`src/sv/assert_macros.svh`:
```
// assertion macros shared by the decoder rtl
`ifndef ASSERT_MACROS_SVH
`define ASSERT_MACROS_SVH

`ifndef ASSERT_OFF

// condition must hold in the same cycle as the trigger
`define ASSERT_SAME(lbl, clk, rst_n, trig, cond) \
    lbl: assert property (@(posedge clk) disable iff (!rst_n) (trig) |-> (cond)) \
        else $error("assertion failed");

// condition must hold in the cycle after the trigger
`define ASSERT_NEXT(lbl, clk, rst_n, trig, cond) \
    lbl: assert property (@(posedge clk) disable iff (!rst_n) (trig) |=> (cond)) \
        else $error("assertion failed");

`else

`define ASSERT_SAME(lbl, clk, rst_n, trig, cond)
`define ASSERT_NEXT(lbl, clk, rst_n, trig, cond)

`endif

`endif

```
`src/sv/tsd_pkg.sv`:
```
// shared types, codes and the crc-8 step for the scratchpad decoder
`default_nettype none

package tsd_pkg;

    // scratchpad length: 8 data bytes plus the check byte
    localparam int FRAME_BYTES = 9;
    localparam int DATA_BYTES  = FRAME_BYTES - 1;

    // family codes
    localparam logic [7:0] FAM_COUNT_REMAIN = 8'h10;
    localparam logic [7:0] FAM_RES_A        = 8'h28;
    localparam logic [7:0] FAM_RES_B        = 8'h22;
    localparam logic [7:0] FAM_RES_C        = 8'hA0;
    localparam logic [7:0] FAM_HUMIDITY     = 8'hA1;
    localparam logic [7:0] FAM_LUMINOSITY   = 8'hA2;

    // resolution field codes in config byte 4
    localparam logic [7:0] RES_MASK   = 8'h60;
    localparam logic [7:0] RES_9_BIT  = 8'h00;
    localparam logic [7:0] RES_10_BIT = 8'h20;
    localparam logic [7:0] RES_11_BIT = 8'h40;

    localparam logic [7:0]  COUNT_PER_C_MARK = 8'h10;
    localparam logic [15:0] COUNT_HIGH_MASK  = 16'hFFF0;
    localparam logic [15:0] COUNT_BIAS       = 16'd12;

    localparam logic [7:0] CRC_POLY = 8'h8C;

    localparam logic [11:0] MAX_WHOLE = 12'd125;

    typedef enum logic [2:0] {
        ST_OK      = 3'd0,
        ST_UNKNOWN = 3'd1,
        ST_CRC     = 3'd2,
        ST_RANGE   = 3'd3,
        ST_SHORT   = 3'd4
    } status_t;

    typedef enum logic [1:0] {
        KIND_TEMP     = 2'd0,
        KIND_HUMIDITY = 2'd1,
        KIND_LUX      = 2'd2
    } kind_t;

    // everything about a result that is settled when the last byte arrives
    typedef struct packed {
        status_t            status;
        kind_t              kind;
        logic               temp_en;
        logic [7:0]         humidity_whole;
        logic [7:0]         humidity_fraction;
        logic signed [31:0] luminosity;
    } meta_t;

    // one finished result word
    typedef struct packed {
        status_t            status;
        kind_t              kind;
        logic               is_negative;
        logic [6:0]         whole_degrees;
        logic [6:0]         hundredths;
        logic [7:0]         humidity_whole;
        logic [7:0]         humidity_fraction;
        logic signed [31:0] luminosity;
    } result_t;

    // dallas crc-8, one byte, lsb first
    function automatic logic [7:0] crc8_byte(input logic [7:0] crc, input logic [7:0] b);
        logic [7:0] c;
        c = crc ^ b;
        for (int i = 0; i < 8; i++)
        begin
            if (c[0])
            begin
                c = (c >> 1) ^ CRC_POLY;
            end
            else
            begin
                c = c >> 1;
            end
        end
        return c;
    endfunction

endpackage

`default_nettype wire

```
`src/sv/tsd_temp_pipe.sv`:
```
// temperature scaling pipeline and result register
`default_nettype none
`include "assert_macros.svh"

module tsd_temp_pipe (
    input  wire logic            clk,
    input  wire logic            rst_n,
    input  wire logic            load,
    input  wire tsd_pkg::meta_t  meta,
    input  wire logic [15:0]     raw,
    input  wire logic            out_ready,
    output logic                 advance,
    output logic                 out_valid,
    output tsd_pkg::result_t     result
);
    import tsd_pkg::*;

    // ceil(2^25 / 100), exact quotient for values below 2^18
    localparam int         RECIP_SHIFT = 25;
    localparam logic [18:0] RECIP_100  = 19'd335545;

    logic         v1_reg, v2_reg, v3_reg, vout_reg;
    meta_t        meta1_reg, meta2_reg, meta3_reg;
    logic [15:0]  raw1_reg;
    logic [17:0]  mag2_reg, mag3_reg;
    logic         neg2_reg, neg3_reg;
    logic [11:0]  whole3_reg;
    result_t      result_reg;

    logic [15:0]  abs_raw;
    logic [19:0]  times25;
    logic [17:0]  mag_next;
    logic [36:0]  recip_prod;
    logic [11:0]  whole_next;
    logic [17:0]  rem_full;
    result_t      result_next;

    assign advance   = !vout_reg || out_ready;
    assign out_valid = vout_reg;
    assign result    = result_reg;

    // stage 2: magnitude of raw * 25 / 4, truncated toward zero
    always_comb
    begin
        abs_raw  = raw1_reg[15] ? 16'(-raw1_reg) : raw1_reg;
        times25  = {abs_raw, 4'b0} + {1'b0, abs_raw, 3'b0} + {4'b0, abs_raw};
        mag_next = times25[19:2];
    end

    // stage 3: whole degrees by reciprocal multiply
    assign recip_prod = 37'(mag2_reg) * 37'(RECIP_100);
    assign whole_next = recip_prod[RECIP_SHIFT +: 12];

    // output stage: hundredths and range check
    always_comb
    begin
        rem_full    = mag3_reg - (18'(whole3_reg) * 18'd100);
        result_next = '0;
        result_next.status            = meta3_reg.status;
        result_next.kind              = meta3_reg.kind;
        result_next.humidity_whole    = meta3_reg.humidity_whole;
        result_next.humidity_fraction = meta3_reg.humidity_fraction;
        result_next.luminosity        = meta3_reg.luminosity;
        if (meta3_reg.temp_en)
        begin
            if (whole3_reg > MAX_WHOLE)
            begin
                result_next.status = ST_RANGE;
            end
            else
            begin
                result_next.status        = ST_OK;
                result_next.is_negative   = neg3_reg;
                result_next.whole_degrees = whole3_reg[6:0];
                result_next.hundredths    = rem_full[6:0];
            end
        end
    end

    always_ff @(posedge clk or negedge rst_n)
    begin
        if (!rst_n)
        begin
            v1_reg   <= 1'b0;
            v2_reg   <= 1'b0;
            v3_reg   <= 1'b0;
            vout_reg <= 1'b0;
        end
        else if (advance)
        begin
            v1_reg   <= load;
            v2_reg   <= v1_reg;
            v3_reg   <= v2_reg;
            vout_reg <= v3_reg;
        end
    end

    always_ff @(posedge clk)
    begin
        if (advance)
        begin
            meta1_reg  <= meta;
            raw1_reg   <= raw;
            meta2_reg  <= meta1_reg;
            mag2_reg   <= mag_next;
            neg2_reg   <= raw1_reg[15];
            meta3_reg  <= meta2_reg;
            mag3_reg   <= mag2_reg;
            neg3_reg   <= neg2_reg;
            whole3_reg <= whole_next;
            result_reg <= result_next;
        end
    end

    `ASSERT_SAME(a_range_fields, clk, rst_n, vout_reg, (result_reg.whole_degrees <= 7'd125) && (result_reg.hundredths <= 7'd99))
    `ASSERT_SAME(a_early_fail_zero, clk, rst_n, vout_reg && (result_reg.status == ST_SHORT || result_reg.status == ST_UNKNOWN), result_reg.kind == KIND_TEMP && result_reg.luminosity == 32'sd0)
    `ASSERT_NEXT(a_stall_holds, clk, rst_n, v1_reg && !advance, v1_reg && $stable(raw1_reg))

endmodule

`default_nettype wire

```
`src/sv/thermometer_scratchpad_decoder_top.sv`:
```
// top level of the 1-wire scratchpad decoder
`default_nettype none
`include "assert_macros.svh"

// 1-wire scratchpad decoder. scratchpad bytes come in on the slave stream one
// word per byte, byte 0 first, with the device family code alongside; tlast
// marks the final byte of a frame. bytes 0 to 7 are stored and run through the
// dallas crc-8 (reflected 0x8c, seed 0); byte 8 is the check byte; bytes past
// the ninth are dropped until tlast. the word carrying tlast yields exactly one
// result word on the master stream: status, kind, signed temperature split
// into whole degrees and hundredths, the humidity pair or a little-endian
// luminosity word, depending on the family code. other input words yield no
// result. rate: one input word per cycle while no finished result is held
// back by m_axis_tready; the result word passes through the frame capture
// register, the magnitude stage, the reciprocal-multiply stage and the result
// register. the pipeline is one stall domain: while a finished result
// waits on m_axis_tready the whole pipe and the input hold, otherwise input is
// taken every cycle, even while results are still in flight
module thermometer_scratchpad_decoder_top (
    input  wire logic        clk,
    input  wire logic        rst_n,
    // slave stream
    input  wire logic        s_axis_tvalid,
    output logic             s_axis_tready,
    input  wire logic [15:0] s_axis_tdata,   // data_byte [7:0], family_code [15:8]
    input  wire logic        s_axis_tlast,   // last_byte
    // master stream
    output logic             m_axis_tvalid,
    input  wire logic        m_axis_tready,
    // status [2:0], is_negative [3], whole_degrees [10:4], hundredths [17:11],
    // humidity_whole [25:18], humidity_fraction [33:26], luminosity [65:34],
    // zero [71:66]
    output logic [71:0]      m_axis_tdata,
    output logic [1:0]       m_axis_tuser    // kind
);
    import tsd_pkg::*;

    localparam logic [3:0] CHECK_POS = 4'(DATA_BYTES);
    localparam logic [3:0] FULL_CNT  = 4'(FRAME_BYTES);

    // frame capture state
    logic [3:0]  byte_count_reg;
    logic [7:0]  crc_reg;
    logic [7:0]  frame_reg [DATA_BYTES];
    logic [7:0]  check_reg;

    logic        advance;
    logic        accept;
    logic        decode;
    logic [7:0]  data_byte;
    logic [7:0]  family_code;
    logic        short_frame;
    logic        family_known;
    logic        crc_ok;
    meta_t       meta;
    logic [15:0] raw;
    logic [15:0] raw_shift;
    result_t     result;

    assign data_byte     = s_axis_tdata[7:0];
    assign family_code   = s_axis_tdata[15:8];
    assign s_axis_tready = advance;
    assign accept        = s_axis_tvalid && advance;
    assign decode        = accept && s_axis_tlast;

    // the frame is short unless this byte is at least the check byte
    assign short_frame = byte_count_reg < CHECK_POS;

    // check byte is either arriving now or already stored
    assign crc_ok = (byte_count_reg == CHECK_POS) ? (crc_reg == data_byte)
                                                  : (crc_reg == check_reg);

    always_comb
    begin
        case (family_code) inside
            FAM_COUNT_REMAIN, FAM_RES_A, FAM_RES_B, FAM_RES_C,
            FAM_HUMIDITY, FAM_LUMINOSITY: family_known = 1'b1;
            default:                      family_known = 1'b0;
        endcase
    end

    // classify the frame; temperature math is left to the pipe
    always_comb
    begin
        meta = '0;
        if (short_frame)
        begin
            meta.status = ST_SHORT;
        end
        else if (!family_known)
        begin
            meta.status = ST_UNKNOWN;
        end
        else
        begin
            case (family_code)
                FAM_HUMIDITY:   meta.kind = KIND_HUMIDITY;
                FAM_LUMINOSITY: meta.kind = KIND_LUX;
                default:        meta.kind = KIND_TEMP;
            endcase
            if (!crc_ok)
            begin
                meta.status = ST_CRC;
            end
            else if (family_code == FAM_LUMINOSITY)
            begin
                meta.status     = ST_OK;
                meta.luminosity = {frame_reg[3], frame_reg[2], frame_reg[1], frame_reg[0]};
            end
            else
            begin
                meta.status  = ST_OK;
                meta.temp_en = 1'b1;
                if (family_code == FAM_HUMIDITY)
                begin
                    meta.humidity_whole    = frame_reg[2];
                    meta.humidity_fraction = frame_reg[3];
                end
            end
        end
    end

    // raw 1/16 degree count per family
    always_comb
    begin
        raw       = {frame_reg[1], frame_reg[0]};
        raw_shift = {raw[12:0], 3'b0};
        case (family_code)
            FAM_COUNT_REMAIN:
            begin
                // extended resolution from count remain
                if (frame_reg[7] == COUNT_PER_C_MARK)
                begin
                    raw = (raw_shift & COUNT_HIGH_MASK) + COUNT_BIAS - {8'b0, frame_reg[6]};
                end
                else
                begin
                    raw = raw_shift;
                end
            end
            FAM_RES_A, FAM_RES_B, FAM_RES_C:
            begin
                case (frame_reg[4] & RES_MASK)
                    RES_9_BIT:  raw = raw & 16'hFFF8;
                    RES_10_BIT: raw = raw & 16'hFFFC;
                    RES_11_BIT: raw = raw & 16'hFFFE;
                    default:    raw = raw;
                endcase
            end
            default:
            begin
                raw = {frame_reg[1], frame_reg[0]};
            end
        endcase
    end

    always_ff @(posedge clk or negedge rst_n)
    begin
        if (!rst_n)
        begin
            byte_count_reg <= '0;
            crc_reg        <= '0;
        end
        else if (accept)
        begin
            if (s_axis_tlast)
            begin
                byte_count_reg <= '0;
                crc_reg        <= '0;
            end
            else
            begin
                if (byte_count_reg < FULL_CNT)
                begin
                    byte_count_reg <= byte_count_reg + 4'd1;
                end
                if (byte_count_reg < CHECK_POS)
                begin
                    crc_reg <= crc8_byte(crc_reg, data_byte);
                end
            end
        end
    end

    // scratchpad storage, no reset needed
    always_ff @(posedge clk)
    begin
        if (accept)
        begin
            if (byte_count_reg < CHECK_POS)
            begin
                frame_reg[byte_count_reg[2:0]] <= data_byte;
            end
            else if (byte_count_reg == CHECK_POS)
            begin
                check_reg <= data_byte;
            end
        end
    end

    tsd_temp_pipe u_temp_pipe (
        .clk       (clk),
        .rst_n     (rst_n),
        .load      (decode),
        .meta      (meta),
        .raw       (raw),
        .out_ready (m_axis_tready),
        .advance   (advance),
        .out_valid (m_axis_tvalid),
        .result    (result)
    );

    assign m_axis_tuser = result.kind;
    assign m_axis_tdata = {6'b0,
                           result.luminosity,
                           result.humidity_fraction,
                           result.humidity_whole,
                           result.hundredths,
                           result.whole_degrees,
                           result.is_negative,
                           result.status};

    `ASSERT_SAME(a_count_bound, clk, rst_n, 1'b1, byte_count_reg <= FULL_CNT)
    `ASSERT_NEXT(a_frame_restart, clk, rst_n, decode, byte_count_reg == 4'd0 && crc_reg == 8'd0)
    `ASSERT_NEXT(a_count_step, clk, rst_n, accept && !s_axis_tlast && byte_count_reg < FULL_CNT, byte_count_reg == $past(byte_count_reg) + 4'd1)

endmodule

`default_nettype wire

```
`config.mk`:
```
export PLATFORM = sky130hd
export DESIGN_NAME = thermometer_scratchpad_decoder_top
export DESIGN_NICKNAME = d
export VERILOG_FILES = /design/src/sv/tsd_pkg.sv /design/src/sv/tsd_temp_pipe.sv /design/src/sv/thermometer_scratchpad_decoder_top.sv
export VERILOG_INCLUDE_DIRS = /design/src /design/src/sv
export SDC_FILE = /design/constraint.sdc
export NUM_CORES = 1
export LEC_CHECK = 0
export BUFFER_PORTS_ARGS = -buffer_cell sky130_fd_sc_hd__buf_2
export CAP_MARGIN = 20
export CELL_PAD_IN_SITES_DETAIL_PLACEMENT = 1
export CELL_PAD_IN_SITES_GLOBAL_PLACEMENT = 1
export CORE_UTILIZATION = 50
export CTS_CLUSTER_DIAMETER = 30
export DETAILED_ROUTE_END_ITERATION = 6
export PLACE_DENSITY = 0.79
export SETUP_SLACK_MARGIN = 0.2
export SYNTH_ARGS = -nofsm -noshare
export SYNTH_HDL_FRONTEND = slang
export SYNTH_HIERARCHICAL = 1
export SYNTH_SLANG_ARGS = --single-unit
```
`constraint.sdc`:
```
create_clock -name clk -period 25.2 [get_ports clk]
set_input_delay 1.26 -clock clk [delete_from_list [all_inputs] [get_ports clk]]
set_output_delay 1.26 -clock clk [all_outputs]
set_load 0.01 [all_outputs]
```
-- After elaboration in Yosys (flattened, before gate mapping)
Memories as Yosys holds them, arrays and structs flattened.
Cells that the tools add are included.
- output and inout port bits: 76
- register bits: 309
- RAM bits: 64
- memories kept: 1
- logic and storage cells: 146
- add/sub/neg operators: 7
- reduce and logical (&&, ||, !) cells: 17
- multiplexer cells: 49
- bitwise operators: 15
- equality and inequality tests: 12
- multiply operators: 2
- order comparisons: 3
- memory list (name ; words ; bits a word ; read ports ; clocked after memory_dff ; wr ports ; RTL line ; text):
    frame_reg ; 8 ; 8 ; 7 ; 0 ; 1 ; thermometer_scratchpad_decoder_top.sv:44 ; logic [7:0] frame_reg [DATA_BYTES];
- operator list (cell ; count):
    2-to-1 mux 8 bit ; 31
    2-to-1 mux 16 bit ; 3
    multiplier 18 x 19 -> 37 bit (second input constant) ; 1
    case mux 16 bit (2 select lines) ; 1
    == test 8 bit (second input constant) ; 3
    inverter 2 -> 3 bit ; 8
    adder 20 x 16 -> 20 bit ; 1
    adder 20 x 19 -> 20 bit ; 1
    2-to-1 mux 17 bit ; 1
    adder 16 x 4 -> 16 bit (second input constant) ; 1
    == test 8 x 5 -> 1 bit (second input constant) ; 2
    == test 8 x 6 -> 1 bit (second input constant) ; 2
    == test 8 bit ; 2
    negation 16 bit ; 1
    subtractor 16 x 8 -> 16 bit ; 1
    > comparator 12 x 7 -> 1 bit (second input constant) ; 1
    multiplier 12 x 5 -> 5 bit (second input constant) ; 1
    case mux 3 bit (3 select lines) ; 1
    logical NOT 8 bit ; 1
    less-than comparator 4 bit (second input constant) ; 2
    2-to-1 mux 4 bit ; 2
    XOR 8 bit ; 1
    subtractor 7 bit ; 1
    2-to-1 mux 3 bit ; 2
    other kinds (19) ; 34

-- Longest topological paths before layout
Gate-level depths: netlist of run 1.
- word-level depth: 40
- gate-level depth with buffers: 21

-- Modules after synthesis
Netlist of run 1, hierarchy kept.
- modules (own cells, without submodules) (module ; times used ; area each (µm²) ; sequential area each (µm²) ; cells an instance):
    tsd_temp_pipe ; 1 ; 16303.1 ; 8658.3 ; 1123
    thermometer_scratchpad_decoder_top ; 1 ; 4061.4 ; 2042.0 ; 400

-- Least setup slack after synthesis of run 1
No wires, ideal clock.
- path kind: input to register
- start: input m_axis_tready
- end: register check_reg[0] (enable)
- stages on the path: 3
- required time: 24801 ps
- setup slack: 13842 ps
- data arrival time: 10958 ps
- buffers on the path: 0
- cell sequence: nand2b_1 -> nand2_1 -> nor4b_1
- longest elaborated chain between the ends: 3
- RTL lines (what ; RTL line ; text):
    start, declared ; thermometer_scratchpad_decoder_top.sv:29 ; input wire logic m_axis_tready,
    logical OR 1 bit ; tsd_temp_pipe.sv:38 ; assign advance = !vout_reg || out_ready;
    logical AND 1 bit ; thermometer_scratchpad_decoder_top.sv:63 ; assign accept = s_axis_tvalid && advance;
    AND reduction 3 bit (no source line) ; -- ;
    end signal, assigned ; thermometer_scratchpad_decoder_top.sv:196 ; check_reg <= data_byte;
    end, declared ; thermometer_scratchpad_decoder_top.sv:45 ; logic [7:0] check_reg;
No other way between the ends.
A chain may end at the register's enable or synchronous reset.

-- Worst setup path in the final report of run 1
- start: register u_temp_pipe.mag2_reg[16]
- end: register u_temp_pipe.whole3_reg[8], data pin
- longest elaborated chain between the ends: 1
- RTL lines (what ; RTL line ; text):
    start, declared ; tsd_temp_pipe.sv:25 ; logic [17:0] mag2_reg, mag3_reg;
    start signal, assigned ; tsd_temp_pipe.sv:105 ; mag2_reg <= mag_next;
    multiplier 18 x 19 -> 37 bit ; tsd_temp_pipe.sv:51 ; assign recip_prod = 37'(mag2_reg) * 37'(RECIP_100);
    net u_temp_pipe.recip_prod[33] ; tsd_temp_pipe.sv:33 ; logic [36:0] recip_prod;
    end signal, assigned ; tsd_temp_pipe.sv:110 ; whole3_reg <= whole_next;
    end, declared ; tsd_temp_pipe.sv:27 ; logic [11:0] whole3_reg;
The timed path passes the listed nets, and every way through them passes these cells.

==> results of run 1 <==
[worst max-delay path: cells and delay by family, from the launching register on]
family,cells,cell delay (ps)
and+or+nand+nor,2,570
AOI/OAI and AO/OA,5,1110
DFF,1,560
adders and majority gates,7,3620
buffers and inverters,4,250
[Yosys cell counts (4+ instances only)]
master     number  area, um2
or3_1           7      43.79
fa_1          131       2623
o2111ai_1       6      52.55
nand2_1        38      142.6
o21bai_1        5      37.54
a21o_1         18      135.1
nand2b_1       15      93.84
a22o_1          9      78.83
a31oi_1         7      43.79
xor2_1         25      219.0
clkbuf_1       14      52.55
nand4_1         7      43.79
nor3b_1         4      30.03
mux2i_1         6      60.06
a21oi_1        47      235.2
nor3_1         44      220.2
o21ai_1         5      25.02
mux2_2          4      45.04
inv_1         302       1134
buf_2           5      25.02
nor4b_1         5      43.79
nor4_1         19      118.9
or4_1           5      37.54
and2_1         14      87.58
nor2_1         38      142.6
o21ai_0        36      180.2
dfrtp_1        16      400.4
ha_1          187       2340
o31ai_1         5      37.54
buf_4           7      52.55
and3_1          6      37.54
nor2b_1        11      68.82
edfxtp_1      343      10300
o211ai_1        6      45.04
a211oi_1        7      52.55
nand3_1        10      50.05
xnor2_1        62      543.0
[cell type report]
cell class / count / share of cell area, %
clock inverters: 45 / 1.672
clock buffers: 94 / 8.581
flip-flops and latches: 359 / 44.69
well taps: 525 / 2.744
multi-input cells: 841 / 35.30
repair buffers: 103 / 2.279
inverters: 302 / 4.735
[stage by stage]
step	utilization [%]	instances	instance area [um2]	hold WS, ps	setup WS, ps
after floorplan	-	1528	20380	400.3	13840
after global placement	53.78	2127	21470	401.0	19070
after detailed placement	53.78	2127	21470	405.1	18980
after CTS	59.93	2266	23920	406.9	18840
after global routing	59.98	2269	23940	414.4	18600
final	59.98	2269	23940	404.8	18840
[worst max-delay path by stage]
stage                        startpoint                        end  slack [ps]
4_1_cts        u_temp_pipe/mag2_reg[16]  u_temp_pipe/whole3_reg[8]       18840
5_1_grt        u_temp_pipe/mag2_reg[16]  u_temp_pipe/whole3_reg[8]       18600
6_report       u_temp_pipe/mag2_reg[16]  u_temp_pipe/whole3_reg[8]       18840
2_1_floorplan             m_axis_tready               check_reg[0]       13840
3_5_place_dp   u_temp_pipe/mag2_reg[16]  u_temp_pipe/whole3_reg[8]       18980
3_3_place_gp   u_temp_pipe/mag2_reg[16]  u_temp_pipe/whole3_reg[8]       19070
[routing by layer]
metal,up-vias,global-route usage (%)
met5,-,0
met4,0,10.77
met3,109,4.496
met2,324,44.98
met1,6283,29.06
li1,5601,-
[cell families (layout without fill, tap and decap cells)]
logic type / count (synthesis) / in the layout
AO/OA/AOI/OAI: 176 / 176
multiplexers: 10 / 10
other: 1 / 6
adder cells (fa/ha/maj): 318 / 318
buffers and inverters: 328 / 544
XOR/XNOR: 87 / 87
flip-flops: 359 / 359
AND/OR/NAND/NOR: 244 / 244
==> flow_summary_export.csv, run 1 <==
group,metric,value,unit
route,met1_length,19.99,mm
cts,numCtsBuffers,77,
yosys,synth_area_per_cell,13.37,um2
layout,nets,2023,
cts,postCtsHoldBufs,0,
sta,clock_skew,24.75,ps
sta,max_freq,157.1,MHz
sta,worst_slew_pin_slew,1026,ps
layout,layout_commonest_cell,"edfxtp_1",
layout,multi_input_area,0.008451,mm2
yosys,synth_cell_type_count,68,
sta,rsz0062_at_grt,"no",
grt,grt_use_total,24.98,%
floorplan,die_x,203.8,um
yosys,yosys_register_bits,359,
worst_setup_path,cp-start-kind,"flip-flop",
cts,cts_setup_buffers,0,
yosys,synth-compound-area-share,5.732,%
min_path,min_to,"u_temp_pipe/meta3_reg[51]",
min_path,whs_path_depth,0,
route,highest_layer,"met4",
floorplan,die_h,203.8,um
layout,fillerInstances,3887,
worst_setup_path,critPathMaxFanout,8,
layout,drive_gt1_share,13.88,%
route,dr_wl_met2,26.37,mm
route,wl_met3,2.210,mm
place,dp_hpwl,35.05,mm
cts,cts.reportedPaths.clkPinSlew,50,ps
yosys,synthSimpleGateAreaFrac,6.875,%
yosys,async_flop_share,4.457,%
route,finalWirelength,50.49,mm
route,drtPass1Iterations,5,
layout,seqCellArea,0.01070,mm2
floorplan,ios,97,
grt,grt_first_pass_wirelength,77.47,mm
min_path,min-delay-path-class,"flip-flop to flip-flop",
floorplan,die_area,0.04154,mm2
floorplan,rows,73,
route,wl_per_cell,22.25,um
yosys,synthXorXnorAreaFrac,3.742,%
worst_setup_path,rr_endpoint,"u_temp_pipe/whole3_reg[8]",
layout,antenna_cells,0,
place,io_buffer_count,90,
layout,largest_register_ffs,68,
worst_setup_path,ff2ff_path_depth,18,
grt,grt_start_max_net_pins,81,
worst_setup_path,critPathCaptureType,"flip-flop",
worst_setup_path,path_cells,"fa_1, inv_1, fa_1, inv_1, fa_1, fa_1, fa_1, inv_1, fa_1, inv_1, ha_1, a21o_1, a221oi_1, a21oi_1, a211oi_4, o21ai_4, and4b_1, or3_1",
cts,cts_sinks,359,
yosys,syn_area,0.02036,mm2
cts,clk_latency,580,ps
worst_setup_path,worstPathArrival,6670,ps
status,status,"finished clean",
sta,report.final.slew_viol_count,0,
floorplan,initial_core_util,51.02,%
cts,root_buffer,"clkbuf_16",
sta,fin_tns_setup,0,ps
min_path,holdCritStartpoint,"u_temp_pipe/meta2_reg[51]",
sta,min_period,6365,ps
yosys,synth-edff-count,343,
yosys,synthAdderAreaFrac,24.37,%
layout,mostFrequentLayoutCells,"343 x edfxtp_1, 302 x inv_1, 187 x ha_1",
sta,max_slew_margin,31.58,%
cts,ctsResizeCount,0,
yosys,synthCells,1523,
cts,cts_tree,"built",
floorplan,core_area,0.03991,mm2
route,drtIter0Drc,627,
grt,grt-ovfl-total,0,
sta,setup_violations,0,
worst_setup_path,crit_slowest_cell,"fa_1",
worst_setup_path,cp.required,25510,ps
sta,fin_crit_sh,25.26,%
flow_run,maxCapViolations,0,
cts,clockBufferDepth,3,
route,drc,0,
yosys,synth_mux_area_share,0.5161,%
sta,hold_violations,0,
layout,area_delta_synth_final,17.57,%
yosys,ys_warn_count,6,
yosys,synth_top_family_by_area,"adder cells",
place,place_congestion,0.9024,
worst_setup_path,crit_top_cell,"fa_1",
route,vias,12320,
worst_setup_path,path_class,"flip-flop to flip-flop",
cts,htreeDepth,3,
grt,grt_pass1_vias,13850,
yosys,ys.flop_type,"edfxtp_1",
yosys,ys_seq_area_share,52.54,%
worst_setup_path,worstReg2RegStart,"u_temp_pipe/mag2_reg[16]",
grt,antenna_found_initial,0,
worst_setup_path,r2r_slack,18840,ps
route,drt-vias-per-instance,5.428,
worst_setup_path,max_stage_delay,660,ps
route,ant_nets,0,
Power of run 1 is not shown: default switching activity piles up to over one toggle a cycle in this logic, so the estimate is an artifact.
==> run 2, diff against run 1 <==
- ABC_AREA: not set -> 1
- CORE_UTILIZATION: 50 -> 45
- PLACE_DENSITY: 0.79 -> 0.78
- clock period: 25.2 -> 5.1 ns (I/O delays scaled with it)
==> run 2 against run 1 <==
Net effect: the flow now finishes with violations (negative setup slack); die area rose by 18%; highest routed layer unchanged; first-iteration DRC count grew 30%; hold slack worse by 370 ps.
==> flow_summary_export.csv, run 2 <==
group,metric,value,unit
yosys,synth_common_cells,"427 x nand2_1, 423 x inv_1, 343 x edfxtp_1, 187 x ha_1, 161 x nor2_1",
worst_setup_path,path_class,"flip-flop to flip-flop",
yosys,synthCells,2052,
sta,setup_violations,7,
worst_setup_path,worstSetupStartpoint,"u_temp_pipe/mag2_reg[10]",
sta,max_freq,191.7,MHz
layout,nets,2652,
layout,largest_register_ffs,68,
worst_setup_path,worstPathArrival,5560,ps
floorplan,initial_core_util,45.58,%
yosys,synth-edff-count,343,
worst_setup_path,crit_family,"adder cells",
route,drtIter0Drc,814,
layout,antenna_cells,0,
sta,timing.final.ws_setup,-117.1,ps
place,io_buffer_count,90,
floorplan,die_area,0.04914,mm2
route,drc,0,
floorplan,rows,80,
yosys,yosys_register_bits,359,
worst_setup_path,cp-start-kind,"flip-flop",
grt,grt_start_max_net_pins,198,
route,finalWirelength,64.20,mm
yosys,yosysTopAreaCellShare,47.43,%
yosys,ys.flop_type,"edfxtp_1",
worst_setup_path,max_stage_delay,710,ps
yosys,synth_area_per_cell,10.58,um2
route,drt-vias-per-instance,5.215,
yosys,ys_seq_area_share,49.28,%
yosys,async_flop_share,4.457,%
layout,multi_input_area,0.01007,mm2
place,place_congestion,0.8994,
min_path,min_to,"byte_count_reg[0]",
grt,grt_pass1_vias,17510,
floorplan,die_h,221.7,um
layout,fillerInstances,5050,
route,ant_nets,0,
layout,layout_commonest_cell,"inv_1",
sta,fin_crit_sh,102.3,%
worst_setup_path,r2r_slack,-120,ps
floorplan,core_area,0.04765,mm2
floorplan,die_x,221.7,um
sta,max_slew_margin,25.27,%
status,violations,"negative setup slack",
layout,area_delta_synth_final,25.27,%
cts,numCtsBuffers,79,
yosys,synth_cell_type_count,47,
layout,seqCellArea,0.01070,mm2
layout,drive_gt1_share,22.37,%
sta,worst_slew_pin_slew,1121,ps
cts,cts_tree,"built",
grt,grt_use_total,26.24,%
sta,hold_violations,0,
floorplan,ios,97,
min_path,min-delay-path-class,"input pin to flip-flop",
worst_setup_path,critPathCaptureType,"flip-flop",
worst_setup_path,rr_endpoint,"u_temp_pipe/whole3_reg[9]",
yosys,syn_area,0.02171,mm2
cts,cts.reportedPaths.clkPinSlew,50,ps
grt,antenna_found_initial,0,
cts,clk_latency,620,ps
grt,grt_first_pass_wirelength,97.51,mm
place,preCtsSetupSlack,-194.4,ps
sta,clock_skew,31.53,ps
status,status,"complete, but fails checks",
cts,clockBufferDepth,3,
sta,report.final.slew_viol_count,0,
cts,root_buffer,"clkbuf_16",
place,dp_hpwl,44.35,mm
route,vias,15610,
worst_setup_path,critPathMaxFanout,4,
yosys,ys_top_cells_by_area,"edfxtp_1 47%, fa_1 12%, ha_1 11%, nand2_1 7.4%, inv_1 7.3%",
sta,min_period,5217,ps
yosys,yosysMostFrequentCell,"nand2_1",
cts,htreeDepth,3,
worst_setup_path,worstReg2RegStart,"u_temp_pipe/mag2_reg[10]",
worst_setup_path,cp.required,5450,ps
worst_setup_path,crit_slowest_cell,"fa_2",
sta,rsz0062_at_grt,"yes",
worst_setup_path,path_cells,"fa_2, fa_2, fa_2, fa_2, fa_1, inv_1, fa_1, inv_2, ha_4, nand2_4, buf_4, nor2_1, nand2_1, nor2_1, nand2_2, nand3_2, nand2_1",
grt,grt-ovfl-total,0,
min_path,holdCritStartpoint,"s_axis_tlast",
worst_setup_path,path_buf_inv,3,
worst_setup_path,ff2ff_path_depth,17,
route,drtPass1Iterations,5,
flow_run,maxCapViolations,0,
worst_setup_path,crit_top_cell,"fa_2",
layout,mostFrequentLayoutCells,"397 x inv_1, 391 x nand2_1, 343 x edfxtp_1",
yosys,synth_top_area_cell,"edfxtp_1",
min_path,whs_path_depth,3,
yosys,ys_warn_count,6,
route,wl_per_cell,21.45,um
cts,cts_sinks,359,
[run 2: changes by cell type after synthesis, moves of 15 or more]
| cell | previous run | this run |
|---|---|---|
| nand2_1 | 38 | 427 |
| nand2b_1 | 15 | 0 |
| xnor2_1 | 62 | 8 |
| nor2_1 | 38 | 161 |
| nor3_1 | 44 | 14 |
| nand3_1 | 10 | 68 |
| nor2_2 | 0 | 22 |
| inv_1 | 302 | 423 |
| nor4_1 | 19 | 4 |
[run 2: worst max path at each step]
stage | cells after the start | to | slack [ps]
4_1_cts | 17 | u_temp_pipe/whole3_reg[5] | 6
2_1_floorplan | 19 | u_temp_pipe/whole3_reg[8] | 190
3_5_place_dp | 18 | u_temp_pipe/whole3_reg[7] | -190
5_1_grt | 23 | u_temp_pipe/whole3_reg[3] | -280
3_3_place_gp | 18 | u_temp_pipe/whole3_reg[7] | -140
6_report | 17 | u_temp_pipe/whole3_reg[9] | -120
[run 2: stage by stage]
step | instance area, um2 | setup TNS (ps) | hold WS (ps) | std cells | util, %
CTS | 26750 | 0 | 13.15 | 2973 | 56.13
global route | 27200 | -2249 | 31.47 | 2993 | 57.09
finish | 27200 | -319.2 | 34.83 | 2993 | 57.09
floorplan | 21820 | 0 | -40.59 | 2057 | -
detailed placement | 23340 | -1201 | 201.5 | 2797 | 48.99
global placement | 23340 | -630.8 | 207.0 | 2797 | 48.99
[run 2: final cells by class]
type / count / area share [%]
Inverter: 431 / 5.984
Multi-Input combinational cell: 1248 / 37.01
Clock inverter: 61 / 2.668
Timing Repair Buffer: 194 / 4.742
Clock buffer: 85 / 7.428
Sequential cell: 359 / 39.34
Tap cell: 615 / 2.829
[run 2: worst reg2reg max path, cell delays in order, from the launching register on]
cell and delay [ps]:
edfxtp_1 510, fa_2 710, fa_2 480, fa_2 550, fa_2 450, fa_1 490
inv_1 50, fa_1 490, inv_2 50, ha_4 300, nand2_4 70, buf_4 150
nor2_1 160, nand2_1 120, nor2_1 150, nand2_2 80, nand3_2 90, nand2_1 70
[run 2: kinds of logic after synthesis]
group | share of synthesized area, %
muxes | 0.1037
AOI/OAI and AO/OA | 3.670
DFF | 49.28
and+or+nand+nor | 14.29
other | 0.01727
xor gates and xnor gates | 1.729
buffers and inverters | 8.061
adders and majority gates | 22.85
[run 2: timing repair]
item	CTS	global route
hold buffers	1	0
setup endpoints to repair	12	12
buffers inserted	29	18
endpoints found under the hold margin	16	0
resized for setup	99	74
pin swaps	52	60
[run 2: per-layer routing]
| layer | global-route usage, % | routed length, um |
|---|---|---|
| met5 | 0 | 0 |
| met2 | 48.97 | 34260 |
| met4 | 12.68 | 2938 |
| met1 | 28.69 | 24630 |
| met3 | 4.439 | 2366 |
Power of run 2 is left out for the same reason.
==> run 3, diff against run 2 <==
- CORE_UTILIZATION: 45 -> 50
- PLACE_DENSITY: 0.78 -> 0.82
- clock period: 5.1 -> 5.4 ns (I/O delays scaled with it)
==> run 3 against run 2 <==
Net effect: the run still ends with negative setup slack left; sequential share of layout area increased by 0.89 points; via count increased by 4.4%; hold slack got worse by 8.3 ps; register-to-register slack improved by 110 ps; worst setup slack improved by 110 ps; core utilization increased by 5.6 points; first-iteration DRC count increased by 59%; final area decreased by 2.2%; flip-flop and latch count unchanged.
==> flow_summary_export.csv, run 3 (synthesis results as in run 2) <==
group,metric,value,unit
worst_setup_path,critPathMaxFanout,5,
layout,mostFrequentLayoutCells,"408 x inv_1, 387 x nand2_1, 343 x edfxtp_1",
floorplan,die_x,210.4,um
route,wl_per_cell,24.25,um
worst_setup_path,critPathCaptureType,"flip-flop",
sta,timing.final.ws_setup,-8.839,ps
status,status,"complete, but fails checks",
layout,antenna_cells,0,
sta,hold_slack,26.51,ps
min_path,min-delay-path-class,"input pin to flip-flop",
cts,clockBufferDepth,3,
cts,cts_sinks,359,
layout,drive_gt1_share,19.88,%
floorplan,core_area,0.04242,mm2
cts,cts.reportedPaths.clkPinSlew,50,ps
worst_setup_path,worstPathArrival,5770,ps
route,drt-vias-per-instance,5.607,
sta,max_slew_margin,27.76,%
grt,grt_first_pass_wirelength,102.0,mm
grt,grt_use_total,30.75,%
sta,setup_violations,2,
route,drtIter0Drc,1298,
place,dp_hpwl,43.78,mm
floorplan,rows,75,
cts,cts_tree,"built",
cts,clk_latency,630,ps
grt,grt_pass1_vias,18220,
floorplan,die_h,210.4,um
sta,report.final.slew_viol_count,0,
route,finalWirelength,70.47,mm
layout,layout_commonest_cell,"inv_1",
route,drc,0,
worst_setup_path,path_class,"flip-flop to flip-flop",
sta,fin_tns_setup,-8.844,ps
status,violations,"negative setup slack",
flow_run,maxCapViolations,0,
cts,root_buffer,"clkbuf_16",
sta,rsz0062_at_grt,"yes",
place,io_buffer_count,90,
sta,min_period,5409,ps
route,ant_nets,0,
sta,clock_skew,37.53,ps
sta,hold_violations,0,
route,vias,16290,
cts,numCtsBuffers,76,
sta,max_freq,184.9,MHz
grt,antenna_found_initial,1,
place,place_congestion,0.9157,
grt,grt_start_max_net_pins,84,
floorplan,die_area,0.04427,mm2
grt,grt-ovfl-total,0,
sta,worst_slew_pin_slew,1084,ps
layout,area_delta_synth_final,22.51,%
floorplan,ios,97,
layout,largest_register_ffs,68,
layout,nets,2604,
worst_setup_path,cp.required,5760,ps
cts,htreeDepth,3,
worst_setup_path,cp-start-kind,"flip-flop",
route,drtPass1Iterations,6,
sta,fin_crit_sh,100.2,%
floorplan,initial_core_util,51.19,%
## run 3: final cells by class
cell class / instances / area, um2
clock buffer: 83 / 1959
fill: 4450 / 15810
tap: 577 / 721.9
timing repair buffer: 149 / 920.9
sequential: 359 / 10700
multi-input combinational: 1248 / 9971
inverter: 431 / 1623
clock inverter: 59 / 705.7
## run 3: critical path: stages, from the launching register on
cell and delay [ps]:
edfxtp_1 480, buf_4 180, ha_1 320, inv_1 70, fa_1 470, fa_1 560
inv_1 80, fa_1 550, inv_1 60, fa_1 560, inv_1 140, ha_1 270
ha_2 420, nand2_1 170, nor2_2 170, inv_2 100, nor3_2 170, a21oi_2 100
buf_4 130, nand3_1 70, nand2_1 70
## run 3: what timing repair did
action | 4_1_cts | 5_1_grt
pin swaps | 23 | 70
cloned | 0 | 0
hold buffers | 2 | 0
setup endpoints to repair | 12 | 12
endpoints found under the hold margin | 18 | 0
setup buffers | 20 | 12
resized for setup | 51 | 116
## run 3: worst paths after layout
kind / from / end / slack (ps) / cells past startpoint
setup / recovery: u_temp_pipe/mag2_reg[13] / u_temp_pipe/whole3_reg[6] / -9 / 20
hold / removal: s_axis_tdata[1] / frame_reg[3][1] / 30 / 1
setup reg to reg: u_temp_pipe/mag2_reg[13] / u_temp_pipe/whole3_reg[6] / -9 / 20
hold reg to reg: u_temp_pipe/meta2_reg[8] / u_temp_pipe/meta3_reg[8] / 410 / 0
max in group asynchronous: rst_n / crc_reg[2] / 4960 / 2
min in group asynchronous: rst_n / byte_count_reg[0] / 130 / 2
## run 3: routing by layer
layer / vias to the layer above / share of wire, % / track usage, %
li1: 7058 / - / -
met1: 8053 / 35 / 32.96
met2: 782 / 51 / 56.17
met3: 401 / 5.8 / 5.825
met4: 0 / 7.9 / 18.32
met5: - / 0 / 0
## run 3: through the flow
stage	area, um2	util (%)	cells	setup slack [ps]
3_5_place_dp	22980	54.17	2729	-61.73
2_1_floorplan	21740	-	2057	292.0
4_1_cts	26020	61.34	2893	192.1
6_report	26600	62.72	2906	-8.839
3_3_place_gp	22980	54.17	2729	113.6
5_1_grt	26600	62.72	2906	-173.5
Power of run 3 is left out for the same reason.
